<file path="src/hdl/vmag_ram.sv">
`timescale 1ns / 1ps

module vmag_ram #(
    parameter int WIDTH = 8,
    parameter int DEPTH = 512
) (
    input  logic                     aclk,
    input  logic                     en,
    input  logic                     we,
    input  logic [$clog2(DEPTH)-1:0] addr,
    input  logic [WIDTH-1:0]         wdata,
    output logic [WIDTH-1:0]         rdata
);

    logic [WIDTH-1:0] mem [DEPTH];
    logic [WIDTH-1:0] rdata_reg;

    // Read data only changes on a read, so it holds while the result stalls
    always_ff @(posedge aclk) begin
        if (en) begin
            if (we) begin
                mem[addr] <= wdata;
            end else begin
                rdata_reg <= mem[addr];
            end
        end
    end

    assign rdata = rdata_reg;

endmodule

</file>
<file path="config.mk">
export PLATFORM = sky130hd
export DESIGN_NAME = vmag_ram
export DESIGN_NICKNAME = d
export VERILOG_FILES = /design/src/hdl/vmag_ram.sv
export SDC_FILE = /design/constraint.sdc
export NUM_CORES = 2
export LEC_CHECK = 0
export BUFFER_PORTS_ARGS = -buffer_cell sky130_fd_sc_hd__buf_2
export CAP_MARGIN = 20
export CORE_AREA = 2 2 634 636
export CTS_BUF_LIST = sky130_fd_sc_hd__clkbuf_16
export DETAILED_ROUTE_END_ITERATION = 12
export DIE_AREA = 0 0 636 638
export HOLD_SLACK_MARGIN = 0.08
export SETUP_SLACK_MARGIN = 0.5
export SYNTH_ARGS = -nofsm -noshare
export SYNTH_HDL_FRONTEND = slang
export SYNTH_SLANG_ARGS = --single-unit
</file>
<file path="constraint.sdc">
create_clock -name aclk -period 11.25 [get_ports aclk]
set_input_delay 2.8125 -clock aclk [delete_from_list [all_inputs] [get_ports aclk]]
set_output_delay 2.8125 -clock aclk [all_outputs]
set_load 0.1 [all_outputs]
</file>
==> impl_metrics.prom <==
# TYPE chip_impl_metric gauge
chip_impl_metric{name="postPlaceCellArea",unit="mm^2"} 0.1656
chip_impl_metric{name="cts.sinks",unit=""} 4104
chip_impl_metric{name="yosysTopAreaCellShare",unit=""} 0.7740
chip_impl_info{name="hp-start",value="mem[367][3]"} 1
chip_impl_metric{name="placeable_core_region",unit="mm^2"} 0.3986
chip_impl_metric{name="timing.fmax",unit="MHz"} 139.3
chip_impl_metric{name="synth-seq-area-share",unit=""} 0.7740
chip_impl_metric{name="pre_cts_ws",unit="ps"} 3141
chip_impl_metric{name="synth-seq-cells",unit=""} 4104
chip_impl_info{name="synth_area_leader_cell",value="edfxtp_1"} 1
chip_impl_metric{name="timing.hold.worst_path_depth",unit=""} 5
chip_impl_metric{name="post_route_cells_drive_above_1_share",unit=""} 0.2179
chip_impl_metric{name="post-route-cell-area",unit="mm^2"} 0.1786
chip_impl_metric{name="p_leak",unit="nW"} 55.67
chip_impl_metric{name="total_power",unit="mW"} 31.65
chip_impl_metric{name="synthesis.area",unit="mm^2"} 0.1592
chip_impl_metric{name="synth_xor_xnor_area_share",unit=""} 0
chip_impl_info{name="hold_class",value="register to register"} 1
chip_impl_info{name="ys_top_cells_by_area",value="edfxtp_1 (77%), mux4_2 (13%), mux2i_1 (2.9%)"} 1
chip_impl_metric{name="grt_overflow_total",unit=""} 0
chip_impl_metric{name="reg2regPathDepth",unit=""} 6
chip_impl_metric{name="wl_per_cell",unit="um"} 33.00
chip_impl_metric{name="synth_area_per_cell",unit="um^2"} 21.12
chip_impl_metric{name="fin_nets",unit=""} 7711
chip_impl_metric{name="detailedRoute.firstIterationViolations",unit=""} 11343
chip_impl_metric{name="ioPinCount",unit=""} 28
chip_impl_metric{name="muxShareOfSynthArea",unit=""} 0.1595
chip_impl_metric{name="timing.clock.skew",unit="ps"} 50.11
chip_impl_metric{name="place.gp.congestion",unit=""} 0.8787
chip_impl_metric{name="timing.max_cap.violations",unit=""} 0
chip_impl_metric{name="cts-root-to-sink-buffers",unit=""} 4
chip_impl_metric{name="die_width",unit="um"} 636
chip_impl_metric{name="final.min_clock_period",unit="ps"} 7181
chip_impl_metric{name="groute.usage.overall",unit=""} 0.2126
chip_impl_metric{name="clk-insertion-delay-late",unit="ps"} 990
chip_impl_metric{name="arrival",unit="ps"} 7900
chip_impl_metric{name="final_hold_violation_count",unit=""} 0
chip_impl_metric{name="maxSlewViolCount",unit=""} 0
chip_impl_metric{name="simple_gate_share_of_the_synthesized_area",unit=""} 0.02709
chip_impl_metric{name="route.antenna.remaining_nets",unit=""} 0
chip_impl_metric{name="power_density",unit="mW/mm^2"} 177.2
chip_impl_metric{name="worst-endpoint-required",unit="ps"} 11970
chip_impl_metric{name="postSynthNetCount",unit=""} 7559
chip_impl_info{name="synth-main-ff-cell",value="edfxtp_1"} 1
chip_impl_metric{name="max_ffs_per_register",unit=""} 4096
chip_impl_info{name="cp-start-kind",value="input pin"} 1
chip_impl_info{name="dominant_combinational_cell_family_by_area_after_synthesis",value="multiplexers"} 1
chip_impl_metric{name="synth_compound_area_frac",unit=""} 0.02399
chip_impl_metric{name="share_of_synthesized_cell_area_in_full_adder_half_adder_and_majority_cells",unit=""} 0
chip_impl_metric{name="worst_slew_pin_slew",unit="ps"} 1301
chip_impl_info{name="synthMostInstantiatedCell",value="edfxtp_1"} 1
chip_impl_metric{name="num_vias",unit=""} 79307
chip_impl_metric{name="via_count_of_the_first_global_routing_pass",unit=""} 78633
chip_impl_metric{name="synth_enable_flop_cells",unit=""} 4104
chip_impl_metric{name="grt_max_degree",unit=""} 194
chip_impl_metric{name="timing.slew.headroom",unit=""} 0.1326
chip_impl_metric{name="number_of_synthesis_warnings",unit=""} 0
chip_impl_info{name="criticalPathCategory",value="input pin to register"} 1
chip_impl_metric{name="totalNegativeSetupSlack",unit="ps"} 0
chip_impl_info{name="clockRootBuffer",value="clkbuf_16"} 1
chip_impl_metric{name="antenna_found_initial",unit=""} 24
chip_impl_metric{name="post_cts_resized",unit=""} 0
chip_impl_metric{name="dr.pass1.iters",unit=""} 6
chip_impl_info{name="unrepaired_setup_endpoints_after_global_routing",value="false"} 1
chip_impl_metric{name="dieArea",unit="mm^2"} 0.4058
chip_impl_metric{name="vias_per_inst",unit=""} 5.962
chip_impl_metric{name="final_core_utilization",unit=""} 0.4481
chip_impl_metric{name="worst_ir_drop_vdd",unit="uV"} 118.5
chip_impl_info{name="cp-end-kind",value="register"} 1
chip_impl_metric{name="dp_hpwl",unit="mm"} 266.6
chip_impl_info{name="tritoncts_clock_tree",value="yes"} 1
chip_impl_metric{name="postCtsSetupRepairBufs",unit=""} 0
chip_impl_metric{name="drt-total-wl",unit="mm"} 439.0
chip_impl_metric{name="area_added_between_synthesis_and_finish",unit="%"} 12.16
chip_impl_metric{name="post_synth_num_cell_types",unit=""} 69
chip_impl_metric{name="post-route-worst-setup-slack",unit="ps"} 4069
chip_impl_metric{name="maximum_fanout_encountered_on_the_critical_timing_path",unit=""} 71
chip_impl_metric{name="cts-buffers-inserted",unit=""} 402
chip_impl_metric{name="grt_pass1_wl",unit="mm"} 616.4
chip_impl_metric{name="start_util",unit=""} 0.3995
chip_impl_info{name="synth_commonest_cells",value="edfxtp_1 (4104), mux4_2 (896), nor2_1 (573), mux2i_1 (468), buf_2 (178)"} 1
chip_impl_metric{name="post-route-drc-count",unit=""} 0
chip_impl_info{name="crit_path_start",value="addr[0]"} 1
chip_impl_metric{name="ys_async_sr_fraction",unit=""} 0
chip_impl_metric{name="numPortBuffers",unit=""} 27
chip_impl_info{name="outcome",value="completed"} 1
chip_impl_metric{name="cts.reportedPaths.clkPinSlew",unit="ps"} 60
chip_impl_metric{name="finalSetupViolCount",unit=""} 0
chip_impl_metric{name="number_of_hold_buffers_added_after_cts",unit=""} 0
chip_impl_metric{name="cts_htree_levels",unit=""} 5
chip_impl_metric{name="layout_worst_path_cycle_share",unit=""} 0.6383
chip_impl_metric{name="die_height",unit="um"} 638
chip_impl_metric{name="post_synth_inst_count",unit=""} 7539
chip_impl_metric{name="core.rowCount",unit=""} 232
chip_impl_info{name="regToRegStartpoint",value="mem[410][0]"} 1
[path summary, 6_finish.rpt]
path | endpoint | slack (ps)
worst max-delay path | rdata[7] | 4070
worst min-delay path | rdata[3] | 1130
worst max register to register | rdata[0] | 7240
worst min register to register | rdata[3] | 1130
[per-stage QoR]
stage / hold WS [ps] / cells
floorplan: 819.5 / 7539
global placement: 1083 / 12543
detailed placement: 1099 / 12549
CTS: 1113 / 13285
global route: 1157 / 13289
finish: 1131 / 13302
[where the power goes]
part	internal [mW]	switching, mW	leakage [nW]
Combinational	0.460	0.986	12.1
Sequential	16.8	0.00993	36.9
Clock	7.55	5.81	6.69
[worst max-delay path, stage by stage]
cell,delay (ps)
buf_12,470
buf_4,660
buf_12,470
mux4_2,560
a211oi_1,280
nand4_1,140
o21ai_0,860
nand4b_1,660
or4_1,690
[final cells by class]
type / instances / area, um^2
multi-input combinational: 2961 / 33770
tap: 5265 / 6588
clock buffer: 406 / 10160
sequential: 4104 / 123200
clock inverter: 330 / 2829
timing repair buffer: 203 / 1886
fill: 33151 / 220000
antenna: 14 / 35.03
inverter: 19 / 86.33
[layout by cell type (no fill, tap or decap), types with 75 or more instances in the layout]
master     synthesis  layout
o21ai_0           90      88
nand2_1          149     132
mux2i_1          468     468
nor2_1           573     565
buf_4             49     149
o22ai_1          174     174
inv_1             17      99
edfxtp_1        4104    4104
clkbuf_16          0     406
mux4_2           896     896
clkinv_1           0      94
a22oi_1           88      88
clkinv_2           0      75
[cell families after synthesis]
family	Yosys count
buf+inv	474
mux	1406
simple gates	979
compound gates	576
flops	4104
[routing by layer]
metal | vias up | wire length [um] | GRT usage
met1 | 42722 | 175200 | 0.2974
li1 | 31800 | - | -
met4 | 6 | 16530 | 0.07514
met2 | 4039 | 205500 | 0.3326
met3 | 740 | 41680 | 0.04320
met5 | - | 36 | 0
No activity file was read; power rests on OpenSTA's default activity.
