<file path="src/hdl/vmag_pkg.sv">
`timescale 1ns / 1ps

package vmag_pkg;

    // Field widths of one transaction
    localparam int KIND_W    = 3;
    localparam int ADDR_W    = 16;
    localparam int BYTE_W    = 8;
    localparam int LINE_W    = 9;
    localparam int DOT_W     = 11;
    localparam int SPR_IDX_W = 10;

    // Fixed memory sizes
    localparam int SPRITE_BYTES  = 544;
    localparam int PALETTE_BYTES = 512;
    localparam int SPRITE_AW     = $clog2(SPRITE_BYTES);
    localparam int PALETTE_AW    = $clog2(PALETTE_BYTES);

    // Display timing and address folding constants
    localparam logic [LINE_W-1:0]     LINE_LIMIT_SHORT = 9'd225;
    localparam logic [LINE_W-1:0]     LINE_LIMIT_TALL  = 9'd240;
    localparam logic [SPR_IDX_W-1:0]  SPRITE_ADDR_MASK = 10'h3ff;
    localparam logic [SPR_IDX_W-1:0]  SPRITE_HI_BIT    = 10'h200;
    localparam logic [SPR_IDX_W-1:0]  SPRITE_HI_MASK   = 10'h21f;
    localparam logic [PALETTE_AW-1:0] PALETTE_MASK     = 9'h1ff;
    localparam logic [BYTE_W-1:0]     PALETTE_ODD_MASK = 8'h7f;

    // Configuration register indexes
    localparam int CFG_IDX_W = 2;
    localparam logic [CFG_IDX_W-1:0] CFG_FORCED_BLANK = 2'd0;
    localparam logic [CFG_IDX_W-1:0] CFG_TALL_PICTURE = 2'd1;
    localparam logic [CFG_IDX_W-1:0] CFG_BLOCK_WRITES = 2'd2;

    typedef enum logic [KIND_W-1:0] {
        KIND_VIDEO_READ    = 3'd0,
        KIND_VIDEO_WRITE   = 3'd1,
        KIND_SPRITE_READ   = 3'd2,
        KIND_SPRITE_WRITE  = 3'd3,
        KIND_PALETTE_READ  = 3'd4,
        KIND_PALETTE_WRITE = 3'd5
    } kind_t;

    typedef enum logic [1:0] {
        RD_NONE,
        RD_VIDEO,
        RD_SPRITE,
        RD_PALETTE
    } rd_sel_t;

    typedef struct packed {
        logic [KIND_W-1:0]    kind;
        logic [ADDR_W-1:0]    address;
        logic [BYTE_W-1:0]    write_data;
        logic [LINE_W-1:0]    line_now;
        logic [LINE_W-1:0]    line_ahead;
        logic [LINE_W-1:0]    line_behind;
        logic [DOT_W-1:0]     dot_behind;
        logic [BYTE_W-1:0]    bus_latch;
        logic [SPR_IDX_W-1:0] sprite_internal_addr;
    } in_item_t;

    typedef struct packed {
        logic [BYTE_W-1:0] read_data;
        logic              stored;
    } out_item_t;

    // Memory access decided for one transaction
    typedef struct packed {
        logic    vid_en;
        logic    vid_we;
        logic    spr_en;
        logic    spr_we;
        logic    pal_en;
        logic    pal_we;
        logic    stored;
        rd_sel_t rd_sel;
        logic    mask7;
    } acc_t;

endpackage

</file>
<file path="src/hdl/vmag_decode.sv">
`timescale 1ns / 1ps

module vmag_decode #(
    parameter int VIDEO_BYTES = 65536
) (
    input  vmag_pkg::in_item_t               item,
    input  logic                             forced_blank,
    input  logic                             tall_picture,
    input  logic                             block_writes,
    output vmag_pkg::acc_t                   acc,
    output logic [$clog2(VIDEO_BYTES)-1:0]   vid_addr,
    output logic [vmag_pkg::SPRITE_AW-1:0]   spr_addr,
    output logic [vmag_pkg::PALETTE_AW-1:0]  pal_addr,
    output logic [vmag_pkg::BYTE_W-1:0]      wdata
);

    localparam int VA_W   = $clog2(VIDEO_BYTES);
    localparam int SPAN   = 1 << vmag_pkg::ADDR_W;
    localparam int MAX_Q  = (SPAN - 1) / VIDEO_BYTES;
    localparam int QSTEPS = $clog2(MAX_Q + 1);

    logic [vmag_pkg::ADDR_W:0]      vid_rem;
    logic [vmag_pkg::LINE_W-1:0]    line_limit;
    logic                           act_now;
    logic                           act_ahead;
    logic                           act_behind;
    logic [vmag_pkg::SPR_IDX_W-1:0] spr_src;
    logic [vmag_pkg::SPR_IDX_W-1:0] spr_fold;

    assign line_limit = tall_picture ? vmag_pkg::LINE_LIMIT_TALL : vmag_pkg::LINE_LIMIT_SHORT;
    assign act_now    = !forced_blank && (item.line_now < line_limit);
    assign act_ahead  = !forced_blank && (item.line_ahead < line_limit);
    assign act_behind = !forced_blank && (item.line_behind < line_limit);

    // Reduce the address modulo the video size: one compare and subtract per quotient bit
    always_comb begin
        vid_rem = {1'b0, item.address};
        for (int k = QSTEPS - 1; k >= 0; k--) begin
            if (vid_rem >= ((vmag_pkg::ADDR_W + 1)'(VIDEO_BYTES) << k)) begin
                vid_rem = vid_rem - ((vmag_pkg::ADDR_W + 1)'(VIDEO_BYTES) << k);
            end
        end
    end
    assign vid_addr = vid_rem[VA_W-1:0];

    // Fold sprite address into 544 bytes
    assign spr_src  = act_now ? item.sprite_internal_addr
                              : item.address[vmag_pkg::SPR_IDX_W-1:0];
    always_comb begin
        spr_fold = spr_src & vmag_pkg::SPRITE_ADDR_MASK;
        if ((spr_fold & vmag_pkg::SPRITE_HI_BIT) != '0) begin
            spr_fold = spr_fold & vmag_pkg::SPRITE_HI_MASK;
        end
    end
    assign spr_addr = spr_fold[vmag_pkg::SPRITE_AW-1:0];

    assign pal_addr = item.address[vmag_pkg::PALETTE_AW-1:0] & vmag_pkg::PALETTE_MASK;

    always_comb begin
        acc       = '0;
        acc.rd_sel = vmag_pkg::RD_NONE;
        wdata     = item.write_data;
        unique case (vmag_pkg::kind_t'(item.kind))
            vmag_pkg::KIND_VIDEO_READ: begin
                if (!act_ahead) begin
                    acc.vid_en = 1'b1;
                    acc.rd_sel = vmag_pkg::RD_VIDEO;
                end
            end
            vmag_pkg::KIND_VIDEO_WRITE: begin
                if (!block_writes || !act_behind) begin
                    acc.vid_en = 1'b1;
                    acc.vid_we = 1'b1;
                    acc.stored = 1'b1;
                end else if (item.line_behind == '0 && item.dot_behind == '0) begin
                    // First dot of line zero: the open bus byte lands in memory
                    acc.vid_en = 1'b1;
                    acc.vid_we = 1'b1;
                    acc.stored = 1'b1;
                    wdata      = item.bus_latch;
                end
            end
            vmag_pkg::KIND_SPRITE_READ: begin
                acc.spr_en = 1'b1;
                acc.rd_sel = vmag_pkg::RD_SPRITE;
            end
            vmag_pkg::KIND_SPRITE_WRITE: begin
                acc.spr_en = 1'b1;
                acc.spr_we = 1'b1;
                acc.stored = 1'b1;
            end
            vmag_pkg::KIND_PALETTE_READ: begin
                acc.pal_en = 1'b1;
                acc.rd_sel = vmag_pkg::RD_PALETTE;
                acc.mask7  = pal_addr[0];
            end
            vmag_pkg::KIND_PALETTE_WRITE: begin
                acc.pal_en = 1'b1;
                acc.pal_we = 1'b1;
                acc.stored = 1'b1;
                if (pal_addr[0]) begin
                    wdata = item.write_data & vmag_pkg::PALETTE_ODD_MASK;
                end
            end
            default: begin
            end
        endcase
    end

endmodule

</file>
<file path="config.mk">
export PLATFORM = sky130hd
export DESIGN_NAME = vmag_decode
export DESIGN_NICKNAME = d
export VERILOG_FILES = /design/src/hdl/vmag_pkg.sv /design/src/hdl/vmag_decode.sv
export SDC_FILE = /design/constraint.sdc
export NUM_CORES = 1
export LEC_CHECK = 0
export BUFFER_PORTS_ARGS = -buffer_cell sky130_fd_sc_hd__buf_2
export CAP_MARGIN = 20
export CORE_MARGIN = 4
export CORE_UTILIZATION = 32
export DETAILED_ROUTE_END_ITERATION = 12
export MAX_ROUTING_LAYER = met4
export PLACE_DENSITY = 0.95
export RECOVER_POWER = 50
export SLEW_MARGIN = 30
export SYNTH_ARGS = -nofsm -noshare
export SYNTH_HDL_FRONTEND = slang
export SYNTH_SLANG_ARGS = --single-unit
export TNS_END_PERCENT = 50
</file>
<file path="constraint.sdc">
create_clock -name vclk -period 3.83
set_input_delay 0.383 -clock vclk [all_inputs]
set_output_delay 0.383 -clock vclk [all_outputs]
set_load 0.1 [all_outputs]
</file>
==> key figures <==
Status
  – Outcome: completed

STA
  – Worst slew margin: ~22%
  – Final setup viols: 0
  – Final Cycle Share: between 70% and 80%
  – Sum of negative setup slack: 0 ps
  – RSZ-0062 raised after global routing: no
  – Fin Hold WS: 766.2 ps
  – Worst-Margin Slew: approximately 1200 ps
  – F_max: about 370 MHz
  – Final hold vios: 0
  – Period minus WS final: 2688 ps
  – Pins Over Slew Limit: 0

Finish
  – N_diodes: 0
  – Nets: about 310
  – Commonest cells after routing, fill and taps aside: buf_2, clkbuf_1, nand2_1
  – Num sequential: 0
  – Area Overhead vs Synth: 54.57%
  – # clk buffers: 0
  – Fill cell count: 265
  – Layout cells sized above 1: 54.50%
  – Multi-input combinational cell area: around 620 um2
  – FF/Latch Area: 0 um2
  – Commonest non-fill, non-tap cell in the layout: buf_2

Pwr
  – Pleak: between 0.0006 and 0.0007 uW
  – Worst VDD drop: about 0.00021 V
  – Pint: 68.17 uW
  – Combinational share of power: 100.0%
  – Pwr dens: 265.4 nW/um2
  – Clk network pwr share: 0%
  – Sw Pwr: between 200 and 300 uW
  – Switching Fraction: around four fifths
  – Sequential share of power: 0%

Setup path
  – CP most frequent cell: buf_2
  – CP peak stage delay: between 500 and 600 ps
  – Worst Path Buf+Inv: 2
  – Crit path max-delay cell type: nor4_4
  – Endpoint type of the worst setup path: output port
  – CP required: between 3000 and 4000 ps
  – WP data arrival: approximately 2300 ps
  – Type of the worst setup path: input pin to output port
  – Crit-path cells: buf_2 > nor4_1 > nand2_1 > nor4_4 > mux2_2 > buf_2
  – Crit Path Max Fanout: 8
  – CP Launch Type: input pin
  – CP top delay family: simple AND/OR/NAND/NOR gates

Synth
  – Top-area cell type share of the netlist area: 22.12%
  – Synth warn: 0
  – Average cell area after synthesis: slightly above 7 um2
  – Area leader, netlist: buf_4
  – Area contributors post-synth: buf_4, mux2_2, o32ai_1
  – Sequential-to-total area share from yosys stat: 0%
  – Distinct cell type count after synthesis: 34
  – Mapped cell area: around 850 um2
  – Synth Instances: 120
  – Syn Nets: 209

Route
  – Initial drt markers: 37
  – Drt total wl: 3436 um
  – Routed WL per cell: about 14 um
  – Remaining routing DRC violations: 0
  – Post-DR vias/cell: roughly 5.1
  – Routed vias: between 1000 and 1500
  – Drt pass-1 iters: 4
  – Post-route ant nets: 0

Placement
  – Dpl hpwl: around 3100 um
  – Port bufs: about 130
  – Placer Congestion: ~0.7

Die
  – Die Ht: roughly 59 um
  – Io pins: about 140
  – Initial Util: 33.93%
  – Core box area: ~2500 um2
  – Std-Cell Rows: 18
  – Die area: around 3500 um2
  – Chip Width: 59.49 um

Global route
  – Initial antenna violation count: 0
  – Grt total ovfl: 0
  – GR Util All Layers: between 15 and 20%
  – Pin count of the biggest net entering global routing: 11
  – First-pass GRT wire length: roughly 5000 um
  – Vias in the first global route: between 1000 and 1500

Hold path
  – Worst Hold End: vid_addr[15]
  – Worst Hold Launch: item[79]
  – Hold path cells: 0
  – HP Class: input pin to output port

Flow run
  – Maxcap violations: 0

Clock network
  – Setup bufs post-CTS: 0
  – CTS Hold Buffers Added: 0
  – Gates resized, CTS repair: 0
[worst max path at each step]
stage	cells after the start	endpoint	start	slack, ps
after floorplan	5	spr_addr[0]	tall_picture	130
after global placement	6	spr_addr[9]	tall_picture	1180
after detailed placement	6	wdata[0]	item[34]	1140
after CTS	6	spr_addr[3]	tall_picture	1130
after global routing	6	wdata[2]	item[34]	1010
final	6	wdata[5]	item[34]	1140
[final cells by class]
| cell class | count | share of cell area [%] |
|---|---|---|
| inverter | 9 | 2.576 |
| multi-input combinational | 85 | 47.42 |
| timing repair buffer | 128 | 47.14 |
| tap | 30 | 2.863 |
[layer usage]
| layer | GRT usage (%) | up-vias | routed length [um] |
|---|---|---|---|
| li1 | - | 636 | - |
| met1 | 19.31 | 568 | 1221 |
| met2 | 35.88 | 78 | 1796 |
| met3 | 2.832 | 0 | 418 |
| met4 | 0 | 0 | 0 |
| met5 | - | - | 0 |
[stage by stage]
stage | util, % | cell area, um2 | worst slack [ps] | cells | total power, uW
floorplan | - | 848.3 | 125.9 | 120 | 311.7
global placement | 53.45 | 1336 | 1179 | 252 | 348.9
detailed placement | 53.45 | 1336 | 1141 | 252 | 351.8
CTS | 53.45 | 1336 | 1134 | 252 | 352.3
global route | 52.45 | 1311 | 1012 | 252 | 363.4
finish | 52.45 | 1311 | 1142 | 252 | 348.0
[synthesized netlist by cell type, types with 3 or more instances]
library cell,number
nor3b_1,4
nor2_1,7
o21ai_1,4
nand3b_1,4
ha_1,3
nand2_1,11
mux2_2,7
buf_4,25
inv_1,9
o32ai_1,6
nor4_1,5
o21ai_0,6
[power by group through the flow]
| stage | registers, uW | logic (uW) | clock network, uW |
|---|---|---|---|
| floorplan | 0 | 312 | 0 |
| global placement | 0 | 349 | 0 |
| detailed placement | 0 | 352 | 0 |
| CTS | 0 | 352 | 0 |
| global route | 0 | 363 | 0 |
| finish | 0 | 348 | 0 |
[kinds of logic (layout without fill, tap and decap cells)]
| logic type | count (synthesis) | count (layout) | share of synthesized area, % |
|---|---|---|---|
| AOI/OAI and AO/OA | 30 | 30 | 26.25 |
| buffers and inverters | 35 | 137 | 26.70 |
| and+or+nand+nor | 45 | 45 | 33.34 |
| adders and majority gates | 3 | 3 | 4.425 |
| muxes | 7 | 7 | 9.293 |
Power figures use the tool's default switching activity.
